<file path="src/bmf_pkg.sv">
package bmf_pkg;

  // defaults for the top-level parameters
  localparam int MAX_WIDTH_DEF   = 1024;
  localparam int SAMPLE_BITS_DEF = 16;

  // fixed field widths
  localparam int COL_BITS         = 10;
  localparam int ROW_BITS         = 12;
  localparam int GRID_WIDTH_BITS  = 11;
  localparam int GRID_HEIGHT_BITS = 13;
  localparam int CFG_DATA_BITS    = 13;
  localparam int CFG_INDEX_BITS   = 2;

  // grid limits
  localparam int MIN_DIM    = 3;
  localparam int MAX_HEIGHT = 4096;

  // divide by nine
  localparam int DIVISOR    = 9;
  localparam int GUARD_BITS = 4;

  // configuration register indexes
  typedef enum logic [CFG_INDEX_BITS-1:0] {
    REG_GRID_WIDTH  = 2'd0,
    REG_GRID_HEIGHT = 2'd1
  } cfg_reg_t;

endpackage

</file>
<file path="src/bmf_div9.sv">
module bmf_div9 #(
  parameter int SUM_BITS = 20,
  parameter int Q_BITS   = 16
) (
  input  logic signed [SUM_BITS-1:0] sum,
  output logic signed [Q_BITS-1:0]   quot
);

  import bmf_pkg::*;

  localparam int MAG_BITS   = SUM_BITS - 1;
  localparam int SHIFT      = MAG_BITS + GUARD_BITS;
  localparam int RECIP_BITS = SHIFT - 2;
  localparam longint unsigned RECIP =
    ((64'd1 << SHIFT) + longint'(DIVISOR - 1)) / longint'(DIVISOR);
  localparam int PROD_BITS  = MAG_BITS + RECIP_BITS;

  logic                  neg;
  logic [MAG_BITS-1:0]   mag;
  logic [PROD_BITS-1:0]  prod;
  logic [Q_BITS-1:0]     qmag;

  // magnitude times rounded-up reciprocal, then restore the sign
  // so the quotient truncates toward zero
  always_comb begin
    neg  = sum[SUM_BITS-1];
    mag  = neg ? MAG_BITS'(-sum) : MAG_BITS'(sum);
    prod = PROD_BITS'(mag) * PROD_BITS'(RECIP_BITS'(RECIP));
    qmag = Q_BITS'(prod >> SHIFT);
    quot = neg ? $signed(-qmag) : $signed(qmag);
  end

endmodule

</file>
<file path="config.mk">
export PLATFORM = sky130hd
export DESIGN_NAME = bmf_div9
export DESIGN_NICKNAME = d
export VERILOG_FILES = /design/src/bmf_pkg.sv /design/src/bmf_div9.sv
export SDC_FILE = /design/constraint.sdc
export NUM_CORES = 1
export LEC_CHECK = 0
export ABC_AREA = 1
export BUFFER_PORTS_ARGS = -buffer_cell sky130_fd_sc_hd__buf_2
export CORE_ASPECT_RATIO = 1.1
export CORE_MARGIN = 4
export CORE_UTILIZATION = 39
export DETAILED_ROUTE_END_ITERATION = 8
export PLACE_DENSITY = 0.56
export SLEW_MARGIN = 10
export SYNTH_ARGS = -nofsm -noshare
export SYNTH_HDL_FRONTEND = slang
export SYNTH_SLANG_ARGS = --single-unit
</file>
<file path="constraint.sdc">
create_clock -name vclk -period 13.95
set_input_delay 1.395 -clock vclk [all_inputs]
set_output_delay 1.395 -clock vclk [all_outputs]
set_load 0.02 [all_outputs]
</file>
### After elaboration in Yosys (flattened, before gate mapping)

Cells that the tools add are included.

| storage, ports and cells | value |
|---|---|
| word-level logic and storage cells | 5 |
| bits of input ports | 20 |
| flip-flop bits (word level) | 0 |

| cells by class | value |
|---|---|
| add/sub/neg operators | 2 |
| multiply operators | 1 |
| muxes and demuxes | 2 |

Operators by type and width:

| kind | number |
|---|---|
| multiplier 19 x 18 -> 37 bit (second input constant) | 1 |
| 2-to-1 mux 19 bit | 1 |
| negation 19 bit | 1 |
| 2-to-1 mux 16 bit | 1 |
| negation 16 bit | 1 |

### Depth between registers and ports, before layout

| logic depth | value |
|---|---|
| word-level depth | 5 |
| depth in mapped cells | 40 |

### Worst setup path after synthesis

Ideal clock, no wire load.

| timing | value |
|---|---|
| path kind | input -> output |
| start point | input port sum[0] |
| end point | output port quot[8] |
| buffers on the path | 0 |
| stages on the path | 30 |
| arrival | 7.785 ns |
| slack | 4.770 ns |
| data required time | 12.555 ns |
| path through | inv_1 > ha_1 > inv_1 > nor3_1 > inv_1 > nor3_1 > nand4_1 > o21ai_1 > nand2_1 > xor2_1 > fa_1 > ha_1 > fa_1 > fa_1 > fa_1 > inv_1 > fa_1 > inv_1 > ha_1 > a21o_1 > o21bai_1 > o21bai_1 > a21oi_1 > nand3b_1 > nand2_2 > nand3_1 > nand2_2 > nand2_2 > nor2_4 > xor2_1 |

| on the way | value |
|---|---|
| longest elaborated chain between the ends | 5 |

Ends and longest elaborated chain:

| item | line | text |
|---|---|---|
| start: declaration | bmf_div9.sv:5 | `input logic signed [SUM_BITS-1:0] sum,` |
| negation 19 bit | bmf_div9.sv:27 | `mag = neg ? MAG_BITS'(-sum) : MAG_BITS'(sum);` |
| 2-to-1 mux 19 bit (*) | bmf_div9.sv:27 |  |
| multiplier 19 x 18 -> 37 bit (*) | bmf_div9.sv:28 | `prod = PROD_BITS'(mag) * PROD_BITS'(RECIP_BITS'(RECIP));` |
| negation 16 bit | bmf_div9.sv:30 | `quot = neg ? $signed(-qmag) : $signed(qmag);` |
| 2-to-1 mux 16 bit (*) | bmf_div9.sv:30 |  |
| end: declaration | bmf_div9.sv:6 | `output logic signed [Q_BITS-1:0] quot` |

Every way passes the cells marked *; elsewhere a longest branch is shown, timed or not.

### Final worst setup path

Same ends and word-level chain as after synthesis.

==> flow_metrics.env <==
export IMPL_outcome="completed"
export IMPL_overflow=0
export IMPL_maxCapViolCount=0
export IMPL_synth_cells=868
export IMPL_syn_num_nets=1112
export IMPL_period_needed_ns=10.31
export IMPL_first_iter_violations=304
export IMPL_busiest_layer="met2"
export IMPL_cp_end_kind="output port"
export IMPL_postCtsHoldBufs=0
export IMPL_use_met1=0.2437
export IMPL_crit_fanout=5
export IMPL_cts_resized=0
export IMPL_slew_viol_final=0
export IMPL_path_class="in -> out"
export IMPL_synth_area_mux_share=0
export IMPL_ant_nets=0
export IMPL_yosysSeqAreaShare=0
export IMPL_synth_adder_area_share=0.5128
export IMPL_dieArea_sq_mm=0.01912
export IMPL_fmax_ghz=0.09702
export IMPL_crit_top_cell="inv_1"
export IMPL_first_pass_iters=4
export IMPL_globalRouteMet2Util=0.3260
export IMPL_drive_gt1_frac=0.1031
export IMPL_max_slew_worst_pin_slew_ns=0.8108
export IMPL_viasPerCell=4.863
export IMPL_vias=5378
export IMPL_ys_types=47
export IMPL_cp_startpoint="sum[0]"
export IMPL_slew_headroom=0.4556
export IMPL_die_h_um=144.6
export IMPL_syn_area_sq_mm=0.006618
export IMPL_synth_compound_area_frac=0.09359
export IMPL_drc_errors=0
export IMPL_n_antenna_cell=0
export IMPL_routabilityCongestion=0.8989
export IMPL_syn2layout_area_growth_pct=6.353
export IMPL_grt_max_degree=30
export IMPL_num_rows=49
export IMPL_synth_top_family_by_area="adder cells"
export IMPL_io_pins=36
export IMPL_nClkBuffers=0
export IMPL_multi_input_area_sq_mm=0.005837
export IMPL_hp_class="in -> out"
export IMPL_grtUsageTotal=0.1791
export IMPL_synth_xor_area_frac=0.06788
export IMPL_rsz0062_at_grt="false"
export IMPL_max_stage_delay_ns=0.58
export IMPL_critPathSlowestCell="fa_1"
export IMPL_nNetsFinal=1148
export IMPL_grt_first_pass_wirelength_um=27830
export IMPL_grtUsageMet3=0.004175
export IMPL_hold_viol=0
export IMPL_cp_endpoint="quot[8]"
export IMPL_initial_core_util=0.4013
export IMPL_regArea_sq_um=0
export IMPL_avgSynthCellArea_sq_um=7.624
export IMPL_first_global_vias=5636
export IMPL_cp_required_ns=12.56
export IMPL_worstPathArrival_ns=8.91
export IMPL_post_drt_wl_per_cell_um=14.87
export IMPL_hpwlAfterDp_um=15250
export IMPL_worstSetupStartpointType="input pin"
export IMPL_post_cts_buffers=0
export IMPL_fp_coreArea_sq_mm=0.01649
export IMPL_synth_simple_gate_area_frac=0.2078
export IMPL_chipWidth_um=132.2
export IMPL_n_sequential_cell=0
export IMPL_hold_depth=5
export IMPL_fin_crit_sh=0.7389
export IMPL_synthesis_yosys_warnings=0
export IMPL_fillers=1722
export IMPL_io_buffers=36
export IMPL_wirelength_um=16450
export IMPL_antenna_found_initial=0
export IMPL_finalSetupViolCount=0
export IMPL_final_setup_tns_ns=0
[cells in the final DEF (no fill, tap or decap), drive strengths merged, types with 2 or more instances in the layout]
master  synthesis  routed
a21boi          2       2
fa             76      76
nor3           12      12
xnor2          13      13
nand3b          6       6
and3            3       3
a21o           15      15
nand2         157     157
o21bai          4       4
maj3            2       2
ha            148     148
o21a            3       3
nor2           60      60
o21ai          27      27
o311ai          2       2
a31oi           4       4
buf             2      37
nand3          45      45
nand4           6       6
a21oi          38      38
xor2           34      34
inv           202     202
[routing by layer]
metal,vias up,part of all wire
li1,2823,-
met3,18,0.020
met1,2465,0.48
met4,0,0.020
met5,-,0
met2,72,0.48
[cell type report]
cell class         instances  share of cell area
inverters                202              0.1077
multi-input cells        663              0.8293
well taps                204             0.03627
repair buffers            37             0.02667
[how the worst min path moves through the flow]
| stage | endpoint | startpoint | slack [ns] |
|---|---|---|---|
| floorplan | quot[2] | sum[19] | 3.30 |
| global placement | quot[1] | sum[19] | 3.47 |
| detailed placement | quot[1] | sum[19] | 3.46 |
| CTS | quot[1] | sum[19] | 3.46 |
| global route | quot[1] | sum[19] | 3.54 |
| finish | quot[1] | sum[19] | 3.47 |
[cell families (layout without fill, tap and decap cells)]
| group | count (synthesis) | count (layout) |
|---|---|---|
| AOI/OAI and AO/OA | 99 | 99 |
| buffers and inverters | 205 | 239 |
| and+or+nand+nor | 291 | 291 |
| adders and majority gates | 226 | 226 |
| xor gates and xnor gates | 47 | 47 |
[Yosys cell counts, types with 2 or more instances]
cell type | instances | area (sq um)
a21boi_1 | 2 | 15.01
nand2_1 | 127 | 476.7
inv_2 | 3 | 11.26
nand4_1 | 5 | 31.28
a31oi_1 | 3 | 18.77
fa_1 | 76 | 1521
o21a_1 | 3 | 22.52
maj3_1 | 2 | 20.02
a21o_1 | 14 | 105.1
o21ai_0 | 18 | 90.09
o21ai_1 | 8 | 40.04
ha_1 | 148 | 1852
xnor2_1 | 9 | 78.83
nand2_2 | 24 | 150.1
nand3_2 | 4 | 40.04
a21oi_1 | 37 | 185.2
nand2_4 | 6 | 67.56
nor2_2 | 2 | 12.51
nor2_1 | 57 | 214.0
xor2_1 | 33 | 289.0
nand3_1 | 40 | 200.2
xnor2_2 | 4 | 65.06
nand3b_1 | 6 | 45.04
o21bai_1 | 4 | 30.03
and3_1 | 3 | 18.77
nor3_1 | 11 | 55.05
inv_1 | 199 | 747.0
[metrics by stage]
step           worst slack [ns]  instances  instance area, sq um    util  hold slack (ns)
6_report                  3.642       1106                  7038  0.4268            3.466
2_1_floorplan             4.770        868                  6618       -            3.296
3_3_place_gp              3.763       1106                  7038  0.4268            3.470
4_1_cts                   3.568       1106                  7038  0.4268            3.465
3_5_place_dp              3.593       1106                  7038  0.4268            3.461
5_1_grt                   3.009       1106                  7038  0.4268            3.540
[worst max-delay path: cells and delay by family]
| kind | cells | cell delay, ns |
|---|---|---|
| buf+inv | 8 | 0.75 |
| compound gates | 1 | 0.27 |
| simple gates | 15 | 2.24 |
| xor+xnor | 2 | 0.68 |
| fa+ha+maj | 8 | 3.54 |
Power is left out: the tool's default activity adds up to more than one toggle a clock period on the data nets, which glitch-free logic cannot reach.
